File: src/rtl/uer_pkg.sv
package uer_pkg;

    localparam int CFG_IDX_W  = 3;
    localparam int CFG_DATA_W = 24;
    localparam int DIST_W     = 27;
    localparam int STATUS_W   = 2;

    // Register indexes on the configuration port.
    localparam logic [CFG_IDX_W-1:0] CFG_TRIGGER_TICKS    = 3'd0;
    localparam logic [CFG_IDX_W-1:0] CFG_TICKS_PER_UNIT   = 3'd1;
    localparam logic [CFG_IDX_W-1:0] CFG_TIMEOUT_COUNT    = 3'd2;
    localparam logic [CFG_IDX_W-1:0] CFG_MM_PER_TWO_UNITS = 3'd3;
    localparam logic [CFG_IDX_W-1:0] CFG_MIN_MM           = 3'd4;
    localparam logic [CFG_IDX_W-1:0] CFG_MAX_MM           = 3'd5;

    localparam logic [15:0] RST_TRIGGER_TICKS    = 16'd50;
    localparam logic [7:0]  RST_TICKS_PER_UNIT   = 8'd9;
    localparam logic [23:0] RST_TIMEOUT_COUNT    = 24'd10000000;
    localparam logic [3:0]  RST_MM_PER_TWO_UNITS = 4'd3;
    localparam logic [15:0] RST_MIN_MM           = 16'd20;
    localparam logic [15:0] RST_MAX_MM           = 16'd4000;

    localparam logic [STATUS_W-1:0] ST_VALID   = 2'd0;
    localparam logic [STATUS_W-1:0] ST_TIMEOUT = 2'd1;
    localparam logic [STATUS_W-1:0] ST_RANGE   = 2'd2;

    localparam logic [DIST_W-1:0] DIST_MAX = {DIST_W{1'b1}};

    typedef struct packed {
        logic [15:0] trigger_ticks;
        logic [7:0]  ticks_per_unit;
        logic [23:0] timeout_count;
        logic [3:0]  mm_per_two_units;
        logic [15:0] min_mm;
        logic [15:0] max_mm;
    } t_cfg;

    // What the sequencer decided for one tick.
    typedef struct packed {
        logic trig;
        logic busy;
        logic done;
        logic timeout;
        logic meas_done;
    } t_step;

    typedef struct packed {
        logic                trigger_level;
        logic                busy_res;
        logic                done_res;
        logic [STATUS_W-1:0] status;
        logic [DIST_W-1:0]   distance_mm;
    } t_out_pay;

endpackage

File: src/rtl/uer_in_if.sv
interface uer_in_if;
    logic valid;
    logic ready;
    logic start_req;
    logic echo_level;

    modport source (output valid, output start_req, output echo_level, input ready);
    modport sink   (input valid, input start_req, input echo_level, output ready);
endinterface

File: src/rtl/uer_out_if.sv
interface uer_out_if;
    logic        valid;
    logic        ready;
    logic        trigger_level;
    logic        busy_res;
    logic        done_res;
    logic [1:0]  status;
    logic [26:0] distance_mm;

    modport source (output valid, output trigger_level, output busy_res, output done_res,
                    output status, output distance_mm, input ready);
    modport sink   (input valid, input trigger_level, input busy_res, input done_res,
                    input status, input distance_mm, output ready);
endinterface

File: src/rtl/uer_cfg_regs.sv
module uer_cfg_regs (
    input  logic                           i_clk,
    input  logic                           i_rst_n,
    input  logic                           i_cfg_we,
    input  logic [uer_pkg::CFG_IDX_W-1:0]  i_cfg_idx,
    input  logic [uer_pkg::CFG_DATA_W-1:0] i_cfg_data,
    output uer_pkg::t_cfg                  o_cfg
);
    import uer_pkg::*;

    t_cfg r_cfg;

    always_ff @(posedge i_clk) begin
        if (!i_rst_n) begin
            r_cfg.trigger_ticks    <= RST_TRIGGER_TICKS;
            r_cfg.ticks_per_unit   <= RST_TICKS_PER_UNIT;
            r_cfg.timeout_count    <= RST_TIMEOUT_COUNT;
            r_cfg.mm_per_two_units <= RST_MM_PER_TWO_UNITS;
            r_cfg.min_mm           <= RST_MIN_MM;
            r_cfg.max_mm           <= RST_MAX_MM;
        end else if (i_cfg_we) begin
            unique case (i_cfg_idx)
                CFG_TRIGGER_TICKS:    r_cfg.trigger_ticks    <= i_cfg_data[15:0];
                CFG_TICKS_PER_UNIT:   r_cfg.ticks_per_unit   <= i_cfg_data[7:0];
                CFG_TIMEOUT_COUNT:    r_cfg.timeout_count    <= i_cfg_data[23:0];
                CFG_MM_PER_TWO_UNITS: r_cfg.mm_per_two_units <= i_cfg_data[3:0];
                CFG_MIN_MM:           r_cfg.min_mm           <= i_cfg_data[15:0];
                CFG_MAX_MM:           r_cfg.max_mm           <= i_cfg_data[15:0];
                default: ;
            endcase
        end
    end

    assign o_cfg = r_cfg;

endmodule

File: src/rtl/uer_ctrl.sv
module uer_ctrl #(
    parameter int COUNT_WIDTH = 24
) (
    input  logic                   i_clk,
    input  logic                   i_rst_n,
    input  logic                   i_accept,
    input  logic                   i_start,
    input  logic                   i_echo,
    input  uer_pkg::t_cfg          i_cfg,
    output uer_pkg::t_step         o_step,
    output logic [COUNT_WIDTH-1:0] o_units
);
    import uer_pkg::*;

    localparam logic [1:0] PH_IDLE = 2'd0;
    localparam logic [1:0] PH_TRIG = 2'd1;
    localparam logic [1:0] PH_WAIT = 2'd2;
    localparam logic [1:0] PH_MEAS = 2'd3;

    localparam int CMP_W = (COUNT_WIDTH > 24) ? COUNT_WIDTH : 24;

    logic [1:0]             r_phase, n_phase;
    logic [15:0]            r_tick, n_tick;
    logic [COUNT_WIDTH-1:0] r_event_count, n_event_count;

    logic [15:0]            tick_inc;
    logic [COUNT_WIDTH-1:0] event_inc;
    logic                   expired;
    t_step                  step;

    assign tick_inc  = r_tick + 16'd1;
    assign event_inc = r_event_count + COUNT_WIDTH'(1);
    // A count pinned at the top of its range times out as well.
    assign expired   = (CMP_W'(r_event_count) >= CMP_W'(i_cfg.timeout_count))
                       || (&r_event_count);

    always_comb begin
        n_phase       = r_phase;
        n_tick        = r_tick;
        n_event_count = r_event_count;
        step          = '0;
        unique case (r_phase)
            PH_IDLE: begin
                if (i_start) begin
                    step.busy     = 1'b1;
                    n_phase       = PH_TRIG;
                    n_tick        = '0;
                    n_event_count = '0;
                end
            end
            PH_TRIG: begin
                step.busy = 1'b1;
                step.trig = 1'b1;
                n_tick    = tick_inc;
                if (tick_inc >= i_cfg.trigger_ticks) begin
                    n_phase       = PH_WAIT;
                    n_tick        = '0;
                    n_event_count = '0;
                end
            end
            PH_WAIT: begin
                step.busy = 1'b1;
                if (i_echo) begin
                    n_phase       = PH_MEAS;
                    n_tick        = '0;
                    n_event_count = '0;
                end else if (expired) begin
                    step.done    = 1'b1;
                    step.timeout = 1'b1;
                    n_phase      = PH_IDLE;
                end else begin
                    n_event_count = event_inc;
                end
            end
            PH_MEAS: begin
                step.busy = 1'b1;
                n_tick    = tick_inc;
                // The echo is only looked at when a unit completes.
                if (tick_inc >= {8'd0, i_cfg.ticks_per_unit}) begin
                    n_tick = '0;
                    if (expired) begin
                        step.done    = 1'b1;
                        step.timeout = 1'b1;
                        n_phase      = PH_IDLE;
                    end else begin
                        n_event_count = event_inc;
                        if (!i_echo) begin
                            step.done      = 1'b1;
                            step.meas_done = 1'b1;
                            n_phase        = PH_IDLE;
                        end
                    end
                end
            end
            default: ;
        endcase
    end

    always_ff @(posedge i_clk) begin
        if (!i_rst_n) begin
            r_phase       <= PH_IDLE;
            r_tick        <= '0;
            r_event_count <= '0;
        end else if (i_accept) begin
            r_phase       <= n_phase;
            r_tick        <= n_tick;
            r_event_count <= n_event_count;
        end
    end

    assign o_step  = step;
    assign o_units = event_inc;

    a_start_enters_trigger: assert property (@(posedge i_clk) disable iff (!i_rst_n)
        i_accept && (r_phase == PH_IDLE) && i_start |=> r_phase == PH_TRIG)
        else $error("start beat in idle did not enter the trigger phase");

    a_hold_without_beat: assert property (@(posedge i_clk) disable iff (!i_rst_n)
        !i_accept |=> $stable(r_phase) && $stable(r_tick) && $stable(r_event_count))
        else $error("sequencer state moved without an input beat");

    a_wait_counts_up: assert property (@(posedge i_clk) disable iff (!i_rst_n)
        i_accept && (r_phase == PH_WAIT) && !i_echo && !expired
        |=> (r_phase == PH_WAIT)
            && (r_event_count == $past(r_event_count) + COUNT_WIDTH'(1)))
        else $error("wait tick did not advance the count");

    a_done_leaves: assert property (@(posedge i_clk) disable iff (!i_rst_n)
        i_accept && step.done |=> r_phase == PH_IDLE)
        else $error("finished measurement did not return to idle");

endmodule

File: src/rtl/uer_dist.sv
module uer_dist #(
    parameter int COUNT_WIDTH = 24
) (
    input  logic [COUNT_WIDTH-1:0]    i_units,
    input  uer_pkg::t_cfg             i_cfg,
    output logic [uer_pkg::DIST_W-1:0] o_dist,
    output logic                      o_out_of_range
);
    import uer_pkg::*;

    localparam int PROD_W = COUNT_WIDTH + 3;
    localparam int EXT_W  = (PROD_W > DIST_W) ? PROD_W : DIST_W;

    logic [PROD_W-1:0] prod;
    logic [EXT_W-1:0]  prod_ext;
    logic [DIST_W-1:0] dist_val;

    // Whole pairs of units times millimetres per pair.
    assign prod     = PROD_W'(i_units[COUNT_WIDTH-1:1]) * PROD_W'(i_cfg.mm_per_two_units);
    assign prod_ext = EXT_W'(prod);
    assign dist_val = (prod_ext > EXT_W'(DIST_MAX)) ? DIST_MAX : prod_ext[DIST_W-1:0];

    assign o_dist         = dist_val;
    assign o_out_of_range = (dist_val == '0)
                            || (dist_val < DIST_W'(i_cfg.min_mm))
                            || (dist_val > DIST_W'(i_cfg.max_mm));

endmodule

File: src/rtl/ultrasonic_echo_ranger_core.sv
// Ultrasonic echo ranger, stepped once per microsecond tick.
// Each input beat on i_in_ch carries one tick: a start request and the
// sampled echo pin level. Each input beat yields exactly one output beat on
// o_out_ch with the trigger pin level, busy and done flags, status and
// distance for that tick.
// The result of a beat is registered and shows on o_out_ch in the next cycle.
// Throughput is one beat per cycle while the receiver takes each output beat;
// the phase sequencer, the distance multiply and the range compare all settle
// within that cycle between the state registers and the output register.
// When the receiver stalls, the output register holds its beat and one more
// input beat is taken only as the held beat leaves, so i_in_ch.ready drops
// while the output is full and not taken.
// Reset (synchronous, active low) returns the sequencer to idle, clears the
// counters, empties the output register and loads the default settings.
// Settings must be written through i_cfg_we / i_cfg_idx / i_cfg_data while the
// block is idle; the block does not enforce this. Indexes past the last register are ignored.
module ultrasonic_echo_ranger_core #(
    parameter int COUNT_WIDTH = 24
) (
    input  logic                           i_clk,
    input  logic                           i_rst_n,
    uer_in_if.sink                         i_in_ch,
    uer_out_if.source                      o_out_ch,
    input  logic                           i_cfg_we,
    input  logic [uer_pkg::CFG_IDX_W-1:0]  i_cfg_idx,
    input  logic [uer_pkg::CFG_DATA_W-1:0] i_cfg_data
);
    import uer_pkg::*;

    t_cfg                   cfg;
    t_step                  step;
    logic [COUNT_WIDTH-1:0] units;
    logic [DIST_W-1:0]      dist_mm;
    logic                   out_of_range;
    logic                   in_ready;
    logic                   accept;

    logic                   r_out_valid, n_out_valid;
    t_out_pay               r_out, n_out;

    uer_cfg_regs u_cfg (
        .i_clk      (i_clk),
        .i_rst_n    (i_rst_n),
        .i_cfg_we   (i_cfg_we),
        .i_cfg_idx  (i_cfg_idx),
        .i_cfg_data (i_cfg_data),
        .o_cfg      (cfg)
    );

    uer_ctrl #(.COUNT_WIDTH(COUNT_WIDTH)) u_ctrl (
        .i_clk    (i_clk),
        .i_rst_n  (i_rst_n),
        .i_accept (accept),
        .i_start  (i_in_ch.start_req),
        .i_echo   (i_in_ch.echo_level),
        .i_cfg    (cfg),
        .o_step   (step),
        .o_units  (units)
    );

    uer_dist #(.COUNT_WIDTH(COUNT_WIDTH)) u_dist (
        .i_units        (units),
        .i_cfg          (cfg),
        .o_dist         (dist_mm),
        .o_out_of_range (out_of_range)
    );

    assign in_ready = !r_out_valid || o_out_ch.ready;
    assign accept   = i_in_ch.valid && in_ready;

    always_comb begin
        n_out.trigger_level = step.trig;
        n_out.busy_res      = step.busy;
        n_out.done_res      = step.done;
        n_out.status        = ST_VALID;
        n_out.distance_mm   = '0;
        if (step.timeout) begin
            n_out.status = ST_TIMEOUT;
        end else if (step.meas_done) begin
            n_out.status      = out_of_range ? ST_RANGE : ST_VALID;
            n_out.distance_mm = dist_mm;
        end
    end

    always_comb begin
        n_out_valid = r_out_valid;
        if (accept) begin
            n_out_valid = 1'b1;
        end else if (o_out_ch.ready) begin
            n_out_valid = 1'b0;
        end
    end

    always_ff @(posedge i_clk) begin
        if (!i_rst_n) begin
            r_out_valid <= 1'b0;
        end else begin
            r_out_valid <= n_out_valid;
        end
    end

    always_ff @(posedge i_clk) begin
        if (accept) begin
            r_out <= n_out;
        end
    end

    assign i_in_ch.ready          = in_ready;
    assign o_out_ch.valid         = r_out_valid;
    assign o_out_ch.trigger_level = r_out.trigger_level;
    assign o_out_ch.busy_res      = r_out.busy_res;
    assign o_out_ch.done_res      = r_out.done_res;
    assign o_out_ch.status        = r_out.status;
    assign o_out_ch.distance_mm   = r_out.distance_mm;

endmodule
File: src/flat_wrapper.sv
// flat-port wrapper written by rule: the top's interface ports become plain ports
module ultrasonic_echo_ranger_core_flat import uer_pkg::*;
#(
    parameter int COUNT_WIDTH = 24
)
  (i_clk, i_rst_n, i_cfg_we, i_cfg_idx, i_cfg_data, i_in_ch_valid, i_in_ch_start_req, i_in_ch_echo_level, i_in_ch_ready, o_out_ch_valid, o_out_ch_trigger_level, o_out_ch_busy_res, o_out_ch_done_res, o_out_ch_status, o_out_ch_distance_mm, o_out_ch_ready);
  uer_in_if i_in_ch_i ();
  uer_out_if o_out_ch_i ();
  input  logic i_clk;
  input  logic i_rst_n;
  input  logic i_cfg_we;
  input  logic [uer_pkg::CFG_IDX_W-1:0] i_cfg_idx;
  input  logic [uer_pkg::CFG_DATA_W-1:0] i_cfg_data;
  input wire logic [$bits(i_in_ch_i.valid)-1:0] i_in_ch_valid;
  input wire logic [$bits(i_in_ch_i.start_req)-1:0] i_in_ch_start_req;
  input wire logic [$bits(i_in_ch_i.echo_level)-1:0] i_in_ch_echo_level;
  output wire logic [$bits(i_in_ch_i.ready)-1:0] i_in_ch_ready;
  output wire logic [$bits(o_out_ch_i.valid)-1:0] o_out_ch_valid;
  output wire logic [$bits(o_out_ch_i.trigger_level)-1:0] o_out_ch_trigger_level;
  output wire logic [$bits(o_out_ch_i.busy_res)-1:0] o_out_ch_busy_res;
  output wire logic [$bits(o_out_ch_i.done_res)-1:0] o_out_ch_done_res;
  output wire logic [$bits(o_out_ch_i.status)-1:0] o_out_ch_status;
  output wire logic [$bits(o_out_ch_i.distance_mm)-1:0] o_out_ch_distance_mm;
  input wire logic [$bits(o_out_ch_i.ready)-1:0] o_out_ch_ready;
  assign i_in_ch_i.valid = i_in_ch_valid;
  assign i_in_ch_i.start_req = i_in_ch_start_req;
  assign i_in_ch_i.echo_level = i_in_ch_echo_level;
  assign i_in_ch_ready = i_in_ch_i.ready;
  assign o_out_ch_valid = o_out_ch_i.valid;
  assign o_out_ch_trigger_level = o_out_ch_i.trigger_level;
  assign o_out_ch_busy_res = o_out_ch_i.busy_res;
  assign o_out_ch_done_res = o_out_ch_i.done_res;
  assign o_out_ch_status = o_out_ch_i.status;
  assign o_out_ch_distance_mm = o_out_ch_i.distance_mm;
  assign o_out_ch_i.ready = o_out_ch_ready;
  ultrasonic_echo_ranger_core #(.COUNT_WIDTH(COUNT_WIDTH)) u_core (.i_clk(i_clk), .i_rst_n(i_rst_n), .i_in_ch(i_in_ch_i), .o_out_ch(o_out_ch_i), .i_cfg_we(i_cfg_we), .i_cfg_idx(i_cfg_idx), .i_cfg_data(i_cfg_data));
endmodule
File: config.mk
export PLATFORM = sky130hd
export DESIGN_NAME = ultrasonic_echo_ranger_core_flat
export DESIGN_NICKNAME = d
export VERILOG_FILES = /design/src/rtl/uer_pkg.sv /design/src/rtl/uer_in_if.sv /design/src/rtl/uer_out_if.sv /design/src/rtl/uer_cfg_regs.sv /design/src/rtl/uer_ctrl.sv /design/src/rtl/uer_dist.sv /design/src/rtl/ultrasonic_echo_ranger_core.sv /design/src/flat_wrapper.sv
export SDC_FILE = /design/constraint.sdc
export NUM_CORES = 1
export LEC_CHECK = 0
export BUFFER_PORTS_ARGS = -buffer_cell sky130_fd_sc_hd__buf_2
export CAP_MARGIN = 20
export CELL_PAD_IN_SITES_DETAIL_PLACEMENT = 0
export CELL_PAD_IN_SITES_GLOBAL_PLACEMENT = 1
export CORE_MARGIN = 1
export CORE_UTILIZATION = 48
export CTS_CLUSTER_DIAMETER = 80
export DETAILED_ROUTE_END_ITERATION = 12
export GPL_TIMING_DRIVEN = 0
export PLACE_DENSITY_LB_ADDON = 0.3
export SLEW_MARGIN = 20
export SYNTH_ARGS = -nofsm -noshare
export SYNTH_HDL_FRONTEND = slang
export SYNTH_SLANG_ARGS = --single-unit
File: constraint.sdc
create_clock -name i_clk -period 6.8 [get_ports i_clk]
set_input_delay 1.02 -clock i_clk [delete_from_list [all_inputs] [get_ports i_clk]]
set_output_delay 1.02 -clock i_clk [all_outputs]
set_load 0.005 [all_outputs]
# Word level (Yosys, flattened, before mapping)
# Index checks and enable logic that the tools add are counted.
# totals
register_bits	159
in_bits	34
# op_classes
add_sub_neg	2
mul	1
magnitude_cmp	6
eq_ne	14
n_mux	36
n_bitwise	1
n_reduce_logical	22
# op_table
cell	count
two-way mux 24 bit	5
one-hot mux 24 bit (4 select lines)	1
two-way mux 16 bit	4
one-hot mux 16 bit (4 select lines)	1
two-way mux 28 bit	1
> comparator 27 x 16 -> 1 bit	1
> comparator 27 bit, second input constant	1
zero test 27 bit	1
< comparator 27 x 16 -> 1 bit	1
multiplier 23 x 4 -> 27 bit	1
two-way mux 27 bit	1
adder 24 x 1 -> 24 bit, second input constant	1
greater-or-equal comparator 24 bit	1
AND reduction 24 bit	1
two-way mux 2 bit	10
adder 16 x 1 -> 16 bit, second input constant	1
greater-or-equal comparator 16 bit	1
greater-or-equal comparator 16 x 8 -> 1 bit	1
AND reduction 2 bit	6
two-way mux 1 bit	9
inequality test 2 bit, second input constant	4
one-hot mux 2 bit (4 select lines)	1
equality test 3 x 2 -> 1 bit, second input constant	2
equality test 3 bit, second input constant	2
other kinds (19)	24

# Depth between registers and ports, before layout
# Gate-level depths: netlist (run 1).
# logic_depth
ltp_word	9
mapped_depth	29
ltp_nobuf	28

# Cells and area by module
# A second synthesis (run 1) with hierarchy kept.
# hier_totals
cells_unflattened	1464
hier_area_um2	12638.4
# modules_own_cells
module	instances	cells_each	area_each_um2
uer_dist	1	561	4190.3
uer_ctrl	1	510	3841.2
uer_cfg_regs	1	324	3311.9
ultrasonic_echo_ranger_core	1	69	1295.0

# Least setup slack after synthesis (run 1)
# No wires, ideal clock.
# synth_path
kind	flip-flop to flip-flop
start	register u_core.u_ctrl.r_event_count[0]
end	register u_core.r_out (netlist bit u_core.o_out_ch.status[1]), data pin
setup_ns	0.260
arrival_ns	5.770
slack_ns	0.770
path_stages_with_launch	27
n_path_buf	1
path_cell_list	dfxtp_1 > ha_1 > and3_2 > nand3_1 > nor2_1 > nand3_1 > xor2_1 > nor2b_1 > fa_1 > inv_1 > fa_1 > inv_1 > ha_1 > clkbuf_1 > a21oi_1 > o21ai_0 > mux2_2 > a211oi_1 > ha_1 > and2_0 > a221oi_1 > nand3b_1 > o21ai_0 > and3_1 > nand4_1 > nor4_1 > nor2_1
# synth_between
elab_chain_cells	8
# synth_lines
item	line_no	source
start, declared	uer_ctrl.sv:24	logic [COUNT_WIDTH-1:0] r_event_count, n_event_count;
start signal, assigned	uer_ctrl.sv:107	r_event_count <= n_event_count;
adder 24 x 1 -> 24 bit (*)	uer_ctrl.sv:32	assign event_inc = r_event_count + COUNT_WIDTH'(1);
multiplier 23 x 4 -> 27 bit (*)	uer_dist.sv:19	assign prod = PROD_W'(i_units[COUNT_WIDTH-1:1]) * PROD_W'(i_cfg.mm_per_two_units);
> comparator 27 bit	uer_dist.sv:21	assign dist_val = (prod_ext > EXT_W'(DIST_MAX)) ? DIST_MAX : prod_ext[DIST_W-1:0];
two-way mux 27 bit (*)	uer_dist.sv:21	
named net u_core.dist_mm[15]	ultrasonic_echo_ranger_core.sv:33	logic [DIST_W-1:0] dist_mm;
< comparator 27 x 16 -> 1 bit / zero test 27 bit (equally long branches)	uer_dist.sv:25, uer_dist.sv:24	
logical OR 1 bit	uer_dist.sv:25	|| (dist_val < DIST_W'(i_cfg.min_mm))
logical OR 1 bit (*)	uer_dist.sv:26	|| (dist_val > DIST_W'(i_cfg.max_mm));
two-way mux 2 bit (*)	ultrasonic_echo_ranger_core.sv:80	n_out.status = out_of_range ? ST_RANGE : ST_VALID;
end signal, assigned	ultrasonic_echo_ranger_core.sv:104	r_out <= n_out;
end, declared	ultrasonic_echo_ranger_core.sv:39	t_out_pay r_out, n_out;
# Mark *: on every way through the listed nets, which the timed path passes. The rest lies on a longest branch.
# A chain may end at the register's enable or synchronous reset.

# Worst setup path after layout (run 1)
# Ends and elaborated chain as after synthesis.

==> tab_implementation.tex, run 1 <==
\begin{tabular}{lr}
\hline
Metric & Value \\
\hline
\multicolumn{2}{l}{\textbf{Power and ir drop}} \\
\quad Power density over the cells & 161 nW/um2 \\
\quad Worst ir drop on vdd & 139 uV \\
\quad Leakage power summed over all cells & 0.00611 uW \\
\quad Post-layout power & 2270 uW \\
\multicolumn{2}{l}{\textbf{Floorplanning}} \\
\quad Core Box Area & 25400 um2 \\
\quad Area of the die & 26800 um2 \\
\quad Die Span X & 164 um \\
\quad Height of the chip & 164 um \\
\quad Num ports & 68 \\
\quad Initial core utilization & 0.494 \\
\quad Cell row count & 58 \\
\multicolumn{2}{l}{\textbf{Clock tree}} \\
\quad Max H-tree Level & 4 \\
\quad Max Root-Sink Buffers & 2 \\
\quad \# hold bufs at CTS & 0 \\
\quad Clock insertion delay at the later pin of the skew report & 440 ps \\
\quad CTS buffer count & 17 \\
\quad Clock root buffer & sky130\_fd\_sc\_hd\_\_clkbuf\_16 \\
\quad Register clock-pin slew on the reported worst setup and hold paths & 70 ps \\
\quad Clock Sinks & 159 \\
\quad Clock tree from TritonCTS & built \\
\multicolumn{2}{l}{\textbf{Yosys}} \\
\quad Dominant register cell in the synthesized netlist & sky130\_fd\_sc\_hd\_\_dfxtp\_1 \\
\quad Synth top area share & 0.203 \\
\quad Largest area contributor in the synthesized netlist & sky130\_fd\_sc\_hd\_\_dfxtp\_1 \\
\quad Sequential-to-total area share from yosys stat & 0.279 \\
\quad Mapped Avg Cell Area & 8.24 um2 \\
\quad Mapped Area & 12500 um2 \\
\quad Synth warn & 0 \\
\quad Cells taking the most area after synthesis & sky130\_fd\_sc\_hd\_\_dfxtp\_1 20\%, sky130\_fd\_sc\_hd\_\_ha\_1 11\%, sky130\_fd\_sc\_hd\_\_edfxtp\_1 7.7\%, sky130\_fd\_sc\_hd\_\_fa\_1 6.7\%, sky130\_fd\_sc\_hd\_\_nand2\_1 6.6\% \\
\quad Synthesized net count & 1711 \\
\quad Async S/R FF share, synth & 0 \\
\quad Register bit count reported by yosys & 159 \\
\quad Post-synthesis cell count & 1523 \\
\quad Number of enable-type register cells in the synthesized netlist & 32 \\
\quad Unique cell type count in the Yosys netlist & 84 \\
\multicolumn{2}{l}{\textbf{STA}} \\
\quad Final setup violation count & 0 \\
\quad Final Cycle Share & 0.951 \\
\quad Final hold viol count & 0 \\
\quad Final setup margin & 336 ps \\
\quad Slew margin rel. & 0.389 \\
\quad Minimum period implied by the final worst setup slack & 6460 ps \\
\quad Pins over their slew limit & 0 \\
\quad Transition time at the pin with the least slew margin & 914 ps \\
\quad Fin Clk Skew & 12.3 ps \\
\quad Highest clock rate & 155 MHz \\
\multicolumn{2}{l}{\textbf{Drt}} \\
\quad Residual DRC count & 0 \\
\quad Routed vias & 10600 \\
\quad DR WL/cell & 17.0 um \\
\quad Via density per instance & 5.47 \\
\quad Number of DRC markers after the initial detailed-route iteration & 799 \\
\quad Number of detailed-route iterations in the first pass & 5 \\
\quad Detail Route Antenna Nets & 0 \\
\quad Total Wirelength & 33100 um \\
\multicolumn{2}{l}{\textbf{Layout}} \\
\quad Fraction of the core area covered by cells at the end of the flow & 0.555 \\
\quad ANT cells & 0 \\
\quad Post-route cell area & 14100 um2 \\
\quad Layout Nets & 1792 \\
\quad Most frequent standard cell in the layout excluding fill and tap cells & sky130\_fd\_sc\_hd\_\_nand2\_1 \\
\quad Number of standard cells in the final layout excluding fillers & 1947 \\
\quad Layout filler cell count & 2459 \\
\quad Layout cell share with drive strength beyond 1 & 0.116 \\
\quad Area delta synth->final & 12.4\% \\
\quad Commonest cells after routing, fill and taps aside & 219 x sky130\_fd\_sc\_hd\_\_nand2\_1, 182 x sky130\_fd\_sc\_hd\_\_inv\_1, 121 x sky130\_fd\_sc\_hd\_\_dfxtp\_1, 107 x sky130\_fd\_sc\_hd\_\_ha\_1, 76 x sky130\_fd\_sc\_hd\_\_nor2b\_1 \\
\multicolumn{2}{l}{\textbf{Global route}} \\
\quad Global routing met1 resource utilization & 0.339 \\
\quad Total global-route track usage & 0.257 \\
\quad Met3 Track Usage GR & 0.0444 \\
\quad Vias in the first global route & 10100 \\
\quad Pin count of the biggest net entering global routing & 28 \\
\quad Initial antenna violation count & 0 \\
\quad Layer carrying the most global-route usage & met2 \\
\quad Sum of overflow across all layers after global routing & 0 \\
\quad Global-route wire length before repair & 53600 um \\
\quad Global Route met2 Usage & 0.425 \\
\multicolumn{2}{l}{\textbf{Placed design}} \\
\quad Half-perimeter wire length of the detailed placement result & 25700 um \\
\quad RD Place Congestion & 0.875 \\
\quad Inst Count DP & 1918 \\
\quad IO Port Bufs & 64 \\
\quad Post-placement setup slack & -888 ps \\
\quad Standard cell area after detailed placement & 13300 um2 \\
\multicolumn{2}{l}{\textbf{Critical path}} \\
\quad Worst path required time & 6990 ps \\
\quad Type of the worst setup path & register to register \\
\quad Largest stage delay on the critical path & 540 ps \\
\quad CP Capture Type & register \\
\quad Worst EP arrival & 6660 ps \\
\quad CP Max Fanout & 10 \\
\quad Element type at the critical path start & register \\
\quad Reg-to-reg setup timing slack & 340 ps \\
\quad CP max-delay cell & sky130\_fd\_sc\_hd\_\_fa\_1 \\
\multicolumn{2}{l}{\textbf{Status}} \\
\quad Status & complete, no violations \\
\multicolumn{2}{l}{\textbf{Min path}} \\
\quad Hold crit path type & register to register \\
\multicolumn{2}{l}{\textbf{Flow run}} \\
\quad \# Max-Cap Violations & 0 \\
\hline
\end{tabular}
==> synth_stat cells, types with 9 or more instances <==
cell type,instances
sky130_fd_sc_hd__nand2_1,222
sky130_fd_sc_hd__nor2b_1,76
sky130_fd_sc_hd__dfxtp_1,127
sky130_fd_sc_hd__or2_2,9
sky130_fd_sc_hd__a21oi_1,49
sky130_fd_sc_hd__nand4_1,22
sky130_fd_sc_hd__fa_1,42
sky130_fd_sc_hd__xnor2_1,27
sky130_fd_sc_hd__clkbuf_1,48
sky130_fd_sc_hd__o2111ai_1,10
sky130_fd_sc_hd__nand2b_1,37
sky130_fd_sc_hd__a32o_1,10
sky130_fd_sc_hd__edfxtp_1,32
sky130_fd_sc_hd__o21ai_0,35
sky130_fd_sc_hd__ha_1,112
sky130_fd_sc_hd__nand3_1,49
sky130_fd_sc_hd__and2_1,13
sky130_fd_sc_hd__and3_1,19
sky130_fd_sc_hd__nor2_1,64
sky130_fd_sc_hd__xor2_1,20
sky130_fd_sc_hd__a21boi_0,63
sky130_fd_sc_hd__a211oi_1,17
sky130_fd_sc_hd__nor3_1,23
sky130_fd_sc_hd__o211ai_1,36
sky130_fd_sc_hd__a21o_1,39
sky130_fd_sc_hd__inv_1,183
==> state kept, by name, indices dropped and copies added (netlist names), 2 cells and up <==
| signal | flops |
|---|---|
| u_core.u_cfg.o_cfg | 84 |
| u_core.o_out_ch.distance_mm | 27 |
| u_core.u_ctrl.r_event_count | 24 |
| u_core.u_ctrl.r_tick | 16 |
| u_core.o_out_ch.status | 2 |
| u_core.u_ctrl.r_phase | 2 |
==> timing repair <==
action	in CTS	in global routing
resized for setup	14	31
endpoints found under the setup margin	1	1
hold endpoints to repair	0	0
buffers inserted	1	3
pin swaps	0	6
==> per-layer routing <==
metal,part of all wire,up-vias,routed length (um)
met5,0,-,0
met3,0.047,43,1570
met2,0.47,233,15400
met4,0.022,0,733
met1,0.46,4981,15400
li1,-,5388,-
==> logic make-up (layout without fill, tap and decap cells) <==
family / count (synthesis) / count (layout) / share of synthesized area
adder cells (fa/ha/maj): 154 / 154 / 0.179
flip-flops: 159 / 159 / 0.279
buffers and inverters: 254 / 348 / 0.0844
AO/OA/AOI/OAI: 319 / 319 / 0.184
AND/OR/NAND/NOR: 581 / 581 / 0.233
multiplexers: 9 / 9 / 0.00728
XOR/XNOR: 47 / 47 / 0.0328
==> final timing paths <==
kind,start,to,cells past startpoint
setup / recovery,u_core.u_ctrl.r_event_count[0]$_SDFFE_PN0P_,u_core.o_out_ch.status[1]$_SDFFCE_PP0P_,25
hold / removal,u_core.u_cfg.o_cfg[58]$_SDFFE_PN0P_,u_core.u_cfg.o_cfg[58]$_SDFFE_PN0P_,2
setup reg to reg,u_core.u_ctrl.r_event_count[0]$_SDFFE_PN0P_,u_core.o_out_ch.status[1]$_SDFFCE_PP0P_,25
hold reg to reg,u_core.u_cfg.o_cfg[58]$_SDFFE_PN0P_,u_core.u_cfg.o_cfg[58]$_SDFFE_PN0P_,2
==> critical path, delay by kind of cell, from the launching register on <==
kind                     cells  cell delay (ps)
flip-flops                   1              410
adder cells (fa/ha/maj)      5             2020
multiplexers                 1              380
buffers and inverters        2              110
AND/OR/NAND/NOR             11             1840
AO/OA/AOI/OAI                5             1130
XOR/XNOR                     1              330
==> layout make-up <==
type / instances / area, um2 / area share
Multi-Input combinational cell: 1110 / 8190 / 0.581
Sequential cell: 159 / 3510 / 0.249
Inverter: 184 / 691 / 0.0490
Clock buffer: 18 / 429 / 0.0304
Tap cell: 330 / 413 / 0.0293
Timing Repair Buffer: 69 / 370 / 0.0263
Buffer: 63 / 342 / 0.0242
Clock inverter: 14 / 159 / 0.0113
==> power breakdown <==
| group | total [uW] | switching, uW | internal, uW |
|---|---|---|---|
| registers | 1010 | 16.1 | 989 |
| logic | 281 | 187 | 93.9 |
| clock network | 984 | 487 | 497 |
==> stage by stage <==
stage / hold slack, ps / setup TNS, ps
finish: 464 / 0
global route: 490 / -25.0
CTS: 467 / 0
detailed placement: 458 / -888
global placement: 448 / -829
floorplan: 438 / 0
Note: power is estimated with default switching activity, not from simulation.
==> run 2, diff against run 1 <==
--- a/config.mk
+++ b/config.mk
@@ -5,12 +5,13 @@
 export SDC_FILE = /design/constraint.sdc
 export NUM_CORES = 1
 export LEC_CHECK = 0
-export BUFFER_PORTS_ARGS = -buffer_cell sky130_fd_sc_hd__buf_2
+export ABC_AREA = 1
+export BUFFER_PORTS_ARGS = -buffer_cell sky130_fd_sc_hd__buf_4
 export CAP_MARGIN = 20
 export CELL_PAD_IN_SITES_DETAIL_PLACEMENT = 0
 export CELL_PAD_IN_SITES_GLOBAL_PLACEMENT = 1
 export CORE_MARGIN = 1
-export CORE_UTILIZATION = 48
+export CORE_UTILIZATION = 45
 export CTS_CLUSTER_DIAMETER = 80
 export DETAILED_ROUTE_END_ITERATION = 12
 export GPL_TIMING_DRIVEN = 0
==> run 2 against run 1 <==
Net effect:
- non-clock buffer count is 6 lower
- clock skew is 9.9 ps higher
- fmax is 3.3% higher
- synthesized cell count is 30% higher
- utilization is 4.3 points lower
- count of clock-buffer cells in the layout is 3 higher
- global-route usage is 0.38 points lower
- via count is 18% higher
- setup slack better by 200 ps
- worst hold slack worse by 6.7 ps
- final cell count is 27% higher
- critical endpoint unchanged
- highest routed layer unchanged
==> tab_implementation.tex, run 2 <==
\begin{tabular}{lr}
\hline
Metric & Value \\
\hline
\multicolumn{2}{l}{\textbf{Yosys}} \\
\quad Async S/R FF share, synth & 0 (unchanged) \\
\quad Dominant register cell in the synthesized netlist & sky130\_fd\_sc\_hd\_\_dfxtp\_1 (unchanged) \\
\quad Synth warn & 0 (unchanged) \\
\quad Most used standard cells in the synthesized netlist & 504 x sky130\_fd\_sc\_hd\_\_nand2\_1, 357 x sky130\_fd\_sc\_hd\_\_inv\_1, 216 x sky130\_fd\_sc\_hd\_\_nor2\_1 (was 222 x sky130\_fd\_sc\_hd\_\_nand2\_1, 183 x sky130\_fd\_sc\_hd\_\_inv\_1, 127 x sky130\_fd\_sc\_hd\_\_dfxtp\_1) \\
\quad Synth top area share & 0.194 (was 0.203) \\
\quad Cells taking the most area after synthesis & sky130\_fd\_sc\_hd\_\_dfxtp\_1 19\%, sky130\_fd\_sc\_hd\_\_nand2\_1 14\%, sky130\_fd\_sc\_hd\_\_ha\_1 11\%, sky130\_fd\_sc\_hd\_\_inv\_1 10\%, sky130\_fd\_sc\_hd\_\_edfxtp\_1 7.3\% (was sky130\_fd\_sc\_hd\_\_dfxtp\_1 20\%, sky130\_fd\_sc\_hd\_\_ha\_1 11\%, sky130\_fd\_sc\_hd\_\_edfxtp\_1 7.7\%, sky130\_fd\_sc\_hd\_\_fa\_1 6.7\%, sky130\_fd\_sc\_hd\_\_nand2\_1 6.6\%) \\
\quad Largest area contributor in the synthesized netlist & sky130\_fd\_sc\_hd\_\_dfxtp\_1 (unchanged) \\
\quad Leading cell type by number of instances after synthesis & sky130\_fd\_sc\_hd\_\_nand2\_1 (unchanged) \\
\quad Register bit count reported by yosys & 159 (unchanged) \\
\quad Mapped Area & 13100 um2 (was 12500 um2) \\
\quad Unique cell type count in the Yosys netlist & 44 (was 84) \\
\quad Post-synthesis cell count & 1981 (was 1523) \\
\quad Mapped Avg Cell Area & 6.63 um2 (was 8.24 um2) \\
\quad Sequential-to-total area share from yosys stat & 0.267 (was 0.279) \\
\quad Number of enable-type register cells in the synthesized netlist & 32 (unchanged) \\
\quad Synthesized net count & 2169 (was 1711) \\
\multicolumn{2}{l}{\textbf{Clock tree}} \\
\quad Max H-tree Level & 4 (unchanged) \\
\quad Resized cells post-CTS & 0 (was 14) \\
\quad \# hold bufs at CTS & 0 (unchanged) \\
\quad Clock tree from TritonCTS & built (unchanged) \\
\quad Max Root-Sink Buffers & 2 (unchanged) \\
\quad CTS buffer count & 17 (unchanged) \\
\quad Register clock-pin slew on the reported worst setup and hold paths & 80 ps (was 70 ps) \\
\quad Clock Sinks & 159 (unchanged) \\
\quad Clock root buffer & sky130\_fd\_sc\_hd\_\_clkbuf\_16 (unchanged) \\
\quad Setup Buffers After CTS & 0 (was 1) \\
\quad Clock insertion delay at the later pin of the skew report & 440 ps (about the same) \\
\multicolumn{2}{l}{\textbf{Floorplanning}} \\
\quad Cell row count & 62 (was 58) \\
\quad Initial core utilization & 0.458 (was 0.494) \\
\quad Core Box Area & 28700 um2 (was 25400 um2) \\
\quad Height of the chip & 173 um (was 164 um) \\
\quad Die Span X & 173 um (was 164 um) \\
\quad Area of the die & 29900 um2 (was 26800 um2) \\
\quad Num ports & 68 (unchanged) \\
\multicolumn{2}{l}{\textbf{Global route}} \\
\quad Global Route met2 Usage & 0.427 (was 0.425) \\
\quad Met3 Track Usage GR & 0.0301 (was 0.0444) \\
\quad Pin count of the biggest net entering global routing & 33 (was 28) \\
\quad Layer carrying the most global-route usage & met2 (unchanged) \\
\quad Sum of overflow across all layers after global routing & 0 (unchanged) \\
\quad Total global-route track usage & 0.253 (was 0.257) \\
\quad Initial antenna violation count & 2 (was 0) \\
\quad Global routing met1 resource utilization & 0.345 (was 0.339) \\
\quad Vias in the first global route & 11900 (was 10100) \\
\quad Global-route wire length before repair & 60600 um (was 53600 um) \\
\multicolumn{2}{l}{\textbf{STA}} \\
\quad Final Cycle Share & 0.921 (was 0.951) \\
\quad Final hold viol count & 0 (unchanged) \\
\quad Final setup violation count & 0 (unchanged) \\
\quad Sum of negative setup slack & 0 ps (unchanged) \\
\quad Highest clock rate & 160 MHz (was 155 MHz) \\
\quad Pins over their slew limit & 0 (unchanged) \\
\quad Slew margin rel. & 0.477 (was 0.389) \\
\quad Minimum period implied by the final worst setup slack & 6260 ps (was 6460 ps) \\
\quad Transition time at the pin with the least slew margin & 784 ps (was 914 ps) \\
\quad Fin Clk Skew & 22.2 ps (was 12.3 ps) \\
\quad RSZ-0062 raised after global routing & no \\
\multicolumn{2}{l}{\textbf{Drt}} \\
\quad Routed vias & 12600 (was 10600) \\
\quad Residual DRC count & 0 (unchanged) \\
\quad Number of detailed-route iterations in the first pass & 7 (was 5) \\
\quad Total Wirelength & 37400 um (was 33100 um) \\
\quad Number of DRC markers after the initial detailed-route iteration & 857 (was 799) \\
\quad DR WL/cell & 15.2 um (was 17.0 um) \\
\quad Via density per instance & 5.11 (was 5.47) \\
\quad Detail Route Antenna Nets & 0 (unchanged) \\
\multicolumn{2}{l}{\textbf{Critical path}} \\
\quad CP Max Fanout & 7 (was 10) \\
\quad Top cell family by delay on the critical path & simple AND/OR/NAND/NOR gates (was adder cells) \\
\quad Crit path buffers/inverters & 7 (was 2) \\
\quad CP Capture Type & register (unchanged) \\
\quad Worst path required time & 6990 ps (about the same) \\
\quad Element type at the critical path start & register (unchanged) \\
\quad Worst EP arrival & 6450 ps (was 6660 ps) \\
\quad Critical Path Most Common Cell & sky130\_fd\_sc\_hd\_\_nand2\_1 \\
\quad Largest stage delay on the critical path & 550 ps (was 540 ps) \\
\quad Type of the worst setup path & register to register (unchanged) \\
\quad CP max-delay cell & sky130\_fd\_sc\_hd\_\_fa\_1 (unchanged) \\
\multicolumn{2}{l}{\textbf{Status}} \\
\quad Status & complete, no violations (unchanged) \\
\multicolumn{2}{l}{\textbf{Min path}} \\
\quad Hold crit path type & register to register (unchanged) \\
\multicolumn{2}{l}{\textbf{Power and ir drop}} \\
\quad Leakage power summed over all cells & 0.00718 uW (was 0.00611 uW) \\
\quad Logic pwr share & 0.100 (was 0.124) \\
\quad Worst ir drop on vdd & 136 uV (was 139 uV) \\
\quad Internal & 1600 uW (was 1580 uW) \\
\quad Switching fraction of total power & 0.278 (was 0.304) \\
\quad Power density over the cells & 151 nW/um2 (was 161 nW/um2) \\
\quad Portion of total power attributed to sequential cells & 0.450 (was 0.443) \\
\quad Clock Power Share & 0.449 (was 0.433) \\
\quad Reported net switching power & 616 uW (was 689 uW) \\
\quad Post-layout power & 2220 uW (was 2270 uW) \\
\multicolumn{2}{l}{\textbf{Layout}} \\
\quad Area delta synth->final & 12.0\% (was 12.4\%) \\
\quad Layout cell share with drive strength beyond 1 & 0.0707 (was 0.116) \\
\quad Layout Nets & 2255 (was 1792) \\
\quad ANT cells & 0 (unchanged) \\
\quad Commonest cells after routing, fill and taps aside & 504 x sky130\_fd\_sc\_hd\_\_nand2\_1, 356 x sky130\_fd\_sc\_hd\_\_inv\_1, 216 x sky130\_fd\_sc\_hd\_\_nor2\_1, 156 x sky130\_fd\_sc\_hd\_\_a21oi\_1, 127 x sky130\_fd\_sc\_hd\_\_dfxtp\_1 (was 219 x sky130\_fd\_sc\_hd\_\_nand2\_1, 182 x sky130\_fd\_sc\_hd\_\_inv\_1, 121 x sky130\_fd\_sc\_hd\_\_dfxtp\_1, 107 x sky130\_fd\_sc\_hd\_\_ha\_1, 76 x sky130\_fd\_sc\_hd\_\_nor2b\_1) \\
\quad Most frequent standard cell in the layout excluding fill and tap cells & sky130\_fd\_sc\_hd\_\_nand2\_1 (unchanged) \\
\quad Flip-flop count of the largest register, all copies and words added & 84 (unchanged) \\
\multicolumn{2}{l}{\textbf{Placed design}} \\
\quad RD Place Congestion & 0.926 (was 0.875) \\
\quad IO Port Bufs & 67 (was 64) \\
\quad Half-perimeter wire length of the detailed placement result & 30300 um (was 25700 um) \\
\multicolumn{2}{l}{\textbf{Flow run}} \\
\quad \# Max-Cap Violations & 0 (unchanged) \\
\hline
\end{tabular}
==> run 2: cell types whose count changed in the layout (fill, tap and decap cells not counted), sizes merged, moves of 55 or more <==
| cell | delta |
|---|---|
| a21boi | -63 |
| a21oi | +106 |
| inv | +177 |
| nand2 | +283 |
| nand3 | +56 |
| nand4 | +55 |
| nor2 | +156 |
| nor2b | -76 |
==> run 2: stage by stage <==
step | area [um2] | instances | hold WS, ps | util | setup slack (ps)
after global routing | 14700 | 2464 | 479 | 0.512 | 193
final | 14700 | 2464 | 458 | 0.512 | 540
after global placement | 14100 | 2432 | 448 | 0.492 | 534
after floorplan | 13100 | 1981 | 433 | - | 2020
after CTS | 14700 | 2464 | 462 | 0.512 | 565
after detailed placement | 14100 | 2432 | 452 | 0.492 | 590
==> run 2: routing by layer <==
metal / wire length (um) / part of all wire / up-vias
li1: - / - / 6501
met1: 17900 / 0.48 / 5769
met3: 1640 / 0.044 / 37
met5: 0 / 0 / -
met4: 524 / 0.014 / 0
met2: 17300 / 0.46 / 280
==> run 2: path summary, 6_finish.rpt <==
path | slack, ps | startpoint | to | cells past startpoint
max | 540 | u_core.u_ctrl.r_event_count[0]$_SDFFE_PN0P_ | u_core.o_out_ch.status[1]$_SDFFCE_PP0P_ | 30
min | 460 | u_core.u_cfg.o_cfg[37]$_SDFFE_PN0P_ | u_core.u_cfg.o_cfg[37]$_SDFFE_PN0P_ | 2
max reg2reg | 540 | u_core.u_ctrl.r_event_count[0]$_SDFFE_PN0P_ | u_core.o_out_ch.status[1]$_SDFFCE_PP0P_ | 30
min reg2reg | 460 | u_core.u_cfg.o_cfg[37]$_SDFFE_PN0P_ | u_core.u_cfg.o_cfg[37]$_SDFFE_PN0P_ | 2
==> run 2: power groups by stage <==
stage | registers [uW] | clock network [uW] | logic, uW
after detailed placement | 1020 | 0 | 220
after floorplan | 1020 | 0 | 129
after CTS | 1000 | 1000 | 222
after global placement | 1020 | 0 | 217
final | 1000 | 997 | 223
after global routing | 1000 | 1040 | 248
==> run 2: worst min-delay path, delay by kind of cell (launching register included) <==
kind                   cells  cell delay (ps)
DFF                        1              300
buffers and inverters      1               60
AOI/OAI and AO/OA          1               50
==> run 2: area by class of cell <==
cell class / count / area [um2]
Buffer: 59 / 268
Clock buffer: 21 / 503
Clock inverter: 11 / 88.8
Fill cell: 2968 / 14000
Inverter: 363 / 1370
Multi-Input combinational cell: 1400 / 8000
Sequential cell: 159 / 3500
Tap cell: 384 / 480
Timing Repair Buffer: 67 / 503
==> run 2: logic make-up after synthesis <==
| family | Yosys count | share of synthesized area |
|---|---|---|
| AO/OA/AOI/OAI | 271 | 0.110 |
| XOR/XNOR | 27 | 0.0186 |
| adder cells (fa/ha/maj) | 154 | 0.171 |
| buffers and inverters | 422 | 0.124 |
| flip-flops | 159 | 0.267 |
| AND/OR/NAND/NOR | 948 | 0.310 |
==> run 3, diff against run 2 <==
--- a/config.mk
+++ b/config.mk
@@ -5,13 +5,12 @@
 export SDC_FILE = /design/constraint.sdc
 export NUM_CORES = 1
 export LEC_CHECK = 0
-export ABC_AREA = 1
 export BUFFER_PORTS_ARGS = -buffer_cell sky130_fd_sc_hd__buf_4
 export CAP_MARGIN = 20
 export CELL_PAD_IN_SITES_DETAIL_PLACEMENT = 0
 export CELL_PAD_IN_SITES_GLOBAL_PLACEMENT = 1
 export CORE_MARGIN = 1
-export CORE_UTILIZATION = 45
+export CORE_UTILIZATION = 48
 export CTS_CLUSTER_DIAMETER = 80
 export DETAILED_ROUTE_END_ITERATION = 12
 export GPL_TIMING_DRIVEN = 0
==> run 3 against run 2 <==
Net effect:
- register-to-register slack worse by 380 ps
- combinational power is 30% higher
- clock power is 0.8% lower
- design area is 3.1% lower
- sequential share of layout area is 0.82 points higher
- non-clock buffer count is 4 higher
- count of clock-buffer cells in the layout is 4 higher
- critical path type unchanged
- critical endpoint unchanged
- largest power group unchanged
==> tab_implementation.tex, run 3 (synthesized netlist as in run 1, its figures left out) <==
\begin{tabular}{lr}
\hline
Metric & Value \\
\hline
\multicolumn{2}{l}{\textbf{Global route}} \\
\quad Initial antenna violation count & 0 (was 2) \\
\quad Vias in the first global route & 10100 (was 11900) \\
\quad Pin count of the biggest net entering global routing & 28 (was 33) \\
\quad Sum of overflow across all layers after global routing & 0 (unchanged) \\
\quad Global-route wire length before repair & 53300 um (was 60600 um) \\
\quad Total global-route track usage & 0.255 (was 0.253) \\
\multicolumn{2}{l}{\textbf{Drt}} \\
\quad Met3 Wirelength & 1440 um (was 1640 um) \\
\quad Routed wire length on met2 & 15800 um (was 17300 um) \\
\quad Via density per instance & 5.48 (was 5.11) \\
\quad Top routing layer used & met4 (unchanged) \\
\quad Number of detailed-route iterations in the first pass & 5 (was 7) \\
\quad Met1 Routed Length & 15500 um (was 17900 um) \\
\quad Total Wirelength & 33300 um (was 37400 um) \\
\quad Routed vias & 10700 (was 12600) \\
\quad Number of DRC markers after the initial detailed-route iteration & 798 (was 857) \\
\quad Detail Route Antenna Nets & 0 (unchanged) \\
\quad Residual DRC count & 0 (unchanged) \\
\quad DR WL/cell & 17.1 um (was 15.2 um) \\
\multicolumn{2}{l}{\textbf{STA}} \\
\quad Final setup violation count & 0 (unchanged) \\
\quad Final Cycle Share & 0.976 (was 0.921) \\
\quad Final setup margin & 162 ps (was 540 ps) \\
\quad Fin Clk Skew & 13.9 ps (was 22.2 ps) \\
\quad Transition time at the pin with the least slew margin & 938 ps (was 784 ps) \\
\quad Highest clock rate & 151 MHz (was 160 MHz) \\
\quad Final hold viol count & 0 (unchanged) \\
\quad Pins over their slew limit & 0 (unchanged) \\
\quad Minimum period implied by the final worst setup slack & 6640 ps (was 6260 ps) \\
\quad Slew margin rel. & 0.370 (was 0.477) \\
\multicolumn{2}{l}{\textbf{Layout}} \\
\quad Layout cell share with drive strength beyond 1 & 0.113 (was 0.0707) \\
\quad Post-route cell area & 14300 um2 (was 14700 um2) \\
\quad ANT cells & 0 (unchanged) \\
\quad Area delta synth->final & 13.6\% (was 12.0\%) \\
\quad Commonest cells after routing, fill and taps aside & 219 x sky130\_fd\_sc\_hd\_\_nand2\_1, 182 x sky130\_fd\_sc\_hd\_\_inv\_1, 121 x sky130\_fd\_sc\_hd\_\_dfxtp\_1, 108 x sky130\_fd\_sc\_hd\_\_ha\_1, 76 x sky130\_fd\_sc\_hd\_\_nor2b\_1 (was 504 x sky130\_fd\_sc\_hd\_\_nand2\_1, 356 x sky130\_fd\_sc\_hd\_\_inv\_1, 216 x sky130\_fd\_sc\_hd\_\_nor2\_1, 156 x sky130\_fd\_sc\_hd\_\_a21oi\_1, 127 x sky130\_fd\_sc\_hd\_\_dfxtp\_1) \\
\quad Flip-flop count of the largest register, all copies and words added & 84 (unchanged) \\
\quad Layout filler cell count & 2396 (was 2968) \\
\quad Most frequent standard cell in the layout excluding fill and tap cells & sky130\_fd\_sc\_hd\_\_nand2\_1 (unchanged) \\
\quad Layout Nets & 1790 (was 2255) \\
\multicolumn{2}{l}{\textbf{Placed design}} \\
\quad Half-perimeter wire length of the detailed placement result & 25700 um (was 30300 um) \\
\quad IO Port Bufs & 64 (was 67) \\
\quad Standard cell area after detailed placement & 13500 um2 (was 14100 um2) \\
\quad Post-placement setup slack & -929 ps (was 590 ps) \\
\quad RD Place Congestion & 0.888 (was 0.926) \\
\multicolumn{2}{l}{\textbf{Critical path}} \\
\quad CP Max Fanout & 11 (was 7) \\
\quad Crit path buffers/inverters & 3 (was 7) \\
\quad CP Capture Type & register (unchanged) \\
\quad Top cell family by delay on the critical path & simple AND/OR/NAND/NOR gates (unchanged) \\
\quad CP max-delay cell & sky130\_fd\_sc\_hd\_\_fa\_1 (unchanged) \\
\quad Worst path required time & 6990 ps (about the same) \\
\quad Element type at the critical path start & register (unchanged) \\
\quad Type of the worst setup path & register to register (unchanged) \\
\quad Worst EP arrival & 6830 ps (was 6450 ps) \\
\quad Largest stage delay on the critical path & 540 ps (was 550 ps) \\
\quad List of cells traversed by the critical path & nand4\_1, buf\_4, nor4\_4, nand2\_1, xor2\_1, nor2b\_1, fa\_1, inv\_1, fa\_1, inv\_1, ha\_1, nand2\_1, o21ai\_2, mux2\_2, a211oi\_4, ha\_1, and2\_0, a221oi\_2, nand3b\_1, o21ai\_1, and3\_1, nand4\_1, nor4\_2, nor2\_1 \\
\multicolumn{2}{l}{\textbf{Floorplanning}} \\
\quad Num ports & 68 (unchanged) \\
\quad Die Span X & 164 um (was 173 um) \\
\quad Area of the die & 26800 um2 (was 29900 um2) \\
\quad Initial core utilization & 0.494 (was 0.458) \\
\quad Core Box Area & 25400 um2 (was 28700 um2) \\
\quad Height of the chip & 164 um (was 173 um) \\
\quad Cell row count & 58 (was 62) \\
\multicolumn{2}{l}{\textbf{Clock tree}} \\
\quad Clock tree from TritonCTS & built (unchanged) \\
\quad Clock root buffer & sky130\_fd\_sc\_hd\_\_clkbuf\_16 (unchanged) \\
\quad Max H-tree Level & 4 (unchanged) \\
\quad Clock insertion delay at the later pin of the skew report & 440 ps (about the same) \\
\quad CTS buffer count & 17 (unchanged) \\
\quad Clock Sinks & 159 (unchanged) \\
\quad \# hold bufs at CTS & 0 (unchanged) \\
\quad Register clock-pin slew on the reported worst setup and hold paths & 80 ps (about the same) \\
\quad Max Root-Sink Buffers & 2 (unchanged) \\
\multicolumn{2}{l}{\textbf{Power and ir drop}} \\
\quad Post-layout power & 2290 uW (was 2220 uW) \\
\quad Power density over the cells & 160 nW/um2 (was 151 nW/um2) \\
\quad Worst ir drop on vdd & 134 uV (was 136 uV) \\
\quad Leakage power summed over all cells & 0.00616 uW (was 0.00718 uW) \\
\multicolumn{2}{l}{\textbf{Flow run}} \\
\quad \# Max-Cap Violations & 0 (unchanged) \\
\multicolumn{2}{l}{\textbf{Status}} \\
\quad Status & complete, no violations (unchanged) \\
\multicolumn{2}{l}{\textbf{Min path}} \\
\quad Hold crit path type & register to register (unchanged) \\
\hline
\end{tabular}
-- run 3: changes by cell type in the layout (fill, tap and decap cells not counted), sizes merged, moves of 37 or more --
cell,previous run,this run
o21ai,82,35
a21boi,1,64
nand4,78,23
nand3,106,50
nor2b,0,76
nand2,506,223
inv,369,187
nor2,220,64
a21oi,156,50
a21o,0,40
nand2b,0,37
-- run 3: per-layer routing --
layer,track usage,vias to the layer above
li1,-,5379
met1,0.337,5014
met2,0.434,227
met3,0.0373,44
met4,0.0640,0
met5,0,-
-- run 3: final timing paths --
| check | startpoint | end | slack (ps) | cells past startpoint |
|---|---|---|---|---|
| worst max-delay path | u_core.u_ctrl.r_event_count[9]$_SDFFE_PN0P_ | u_core.o_out_ch.status[1]$_SDFFCE_PP0P_ | 160 | 24 |
| worst min-delay path | u_core.u_cfg.o_cfg[16]$_SDFFE_PN0P_ | u_core.u_cfg.o_cfg[16]$_SDFFE_PN0P_ | 460 | 2 |
| worst max register to register | u_core.u_ctrl.r_event_count[9]$_SDFFE_PN0P_ | u_core.o_out_ch.status[1]$_SDFFCE_PP0P_ | 160 | 24 |
| worst min register to register | u_core.u_cfg.o_cfg[16]$_SDFFE_PN0P_ | u_core.u_cfg.o_cfg[16]$_SDFFE_PN0P_ | 460 | 2 |
-- run 3: area by class of cell --
| class | instances | area (um2) | area share |
|---|---|---|---|
| buffer | 63 | 342 | 0.0240 |
| clock inverter | 7 | 62.6 | 0.00439 |
| multi-input combinational | 1110 | 8180 | 0.574 |
| clock buffer | 25 | 538 | 0.0377 |
| sequential | 159 | 3510 | 0.246 |
| tap | 330 | 413 | 0.0290 |
| timing repair buffer | 67 | 515 | 0.0362 |
| inverter | 184 | 691 | 0.0485 |
-- run 3: where the power goes --
group          leakage (uW)  internal (uW)  switching [uW]  total (uW)
Clock              0.000293            559             430         989
Sequential          0.00135            990            17.1        1010
Combinational       0.00452            104             187         291
Total               0.00616           1650             634        2290
-- run 3: per-stage QoR --
step           TNS [ps]  cells  hold slack (ps)   util
3_3_place_gp      -1020   1917              451  0.529
4_1_cts               0   1948              464  0.556
3_5_place_dp       -929   1918              456  0.530
2_1_floorplan         0   1523              438      -
5_1_grt           -34.1   1945              485  0.561
6_report              0   1945              461  0.561
-- run 3: what timing repair did --
| action | 4_1_cts | 5_1_grt |
|---|---|---|
| buffers inserted | 0 | 2 |
| resized for setup | 15 | 28 |
| setup endpoints to repair | 1 | 1 |
| pin swaps | 1 | 6 |
| hold endpoints to repair | 0 | 0 |
-- run 3: tightest hold or removal path, cell delays in order, from the launching register on --
cell,delay [ps]
sky130_fd_sc_hd__dfxtp_1,300
sky130_fd_sc_hd__nand2_1,40
sky130_fd_sc_hd__a21boi_0,60
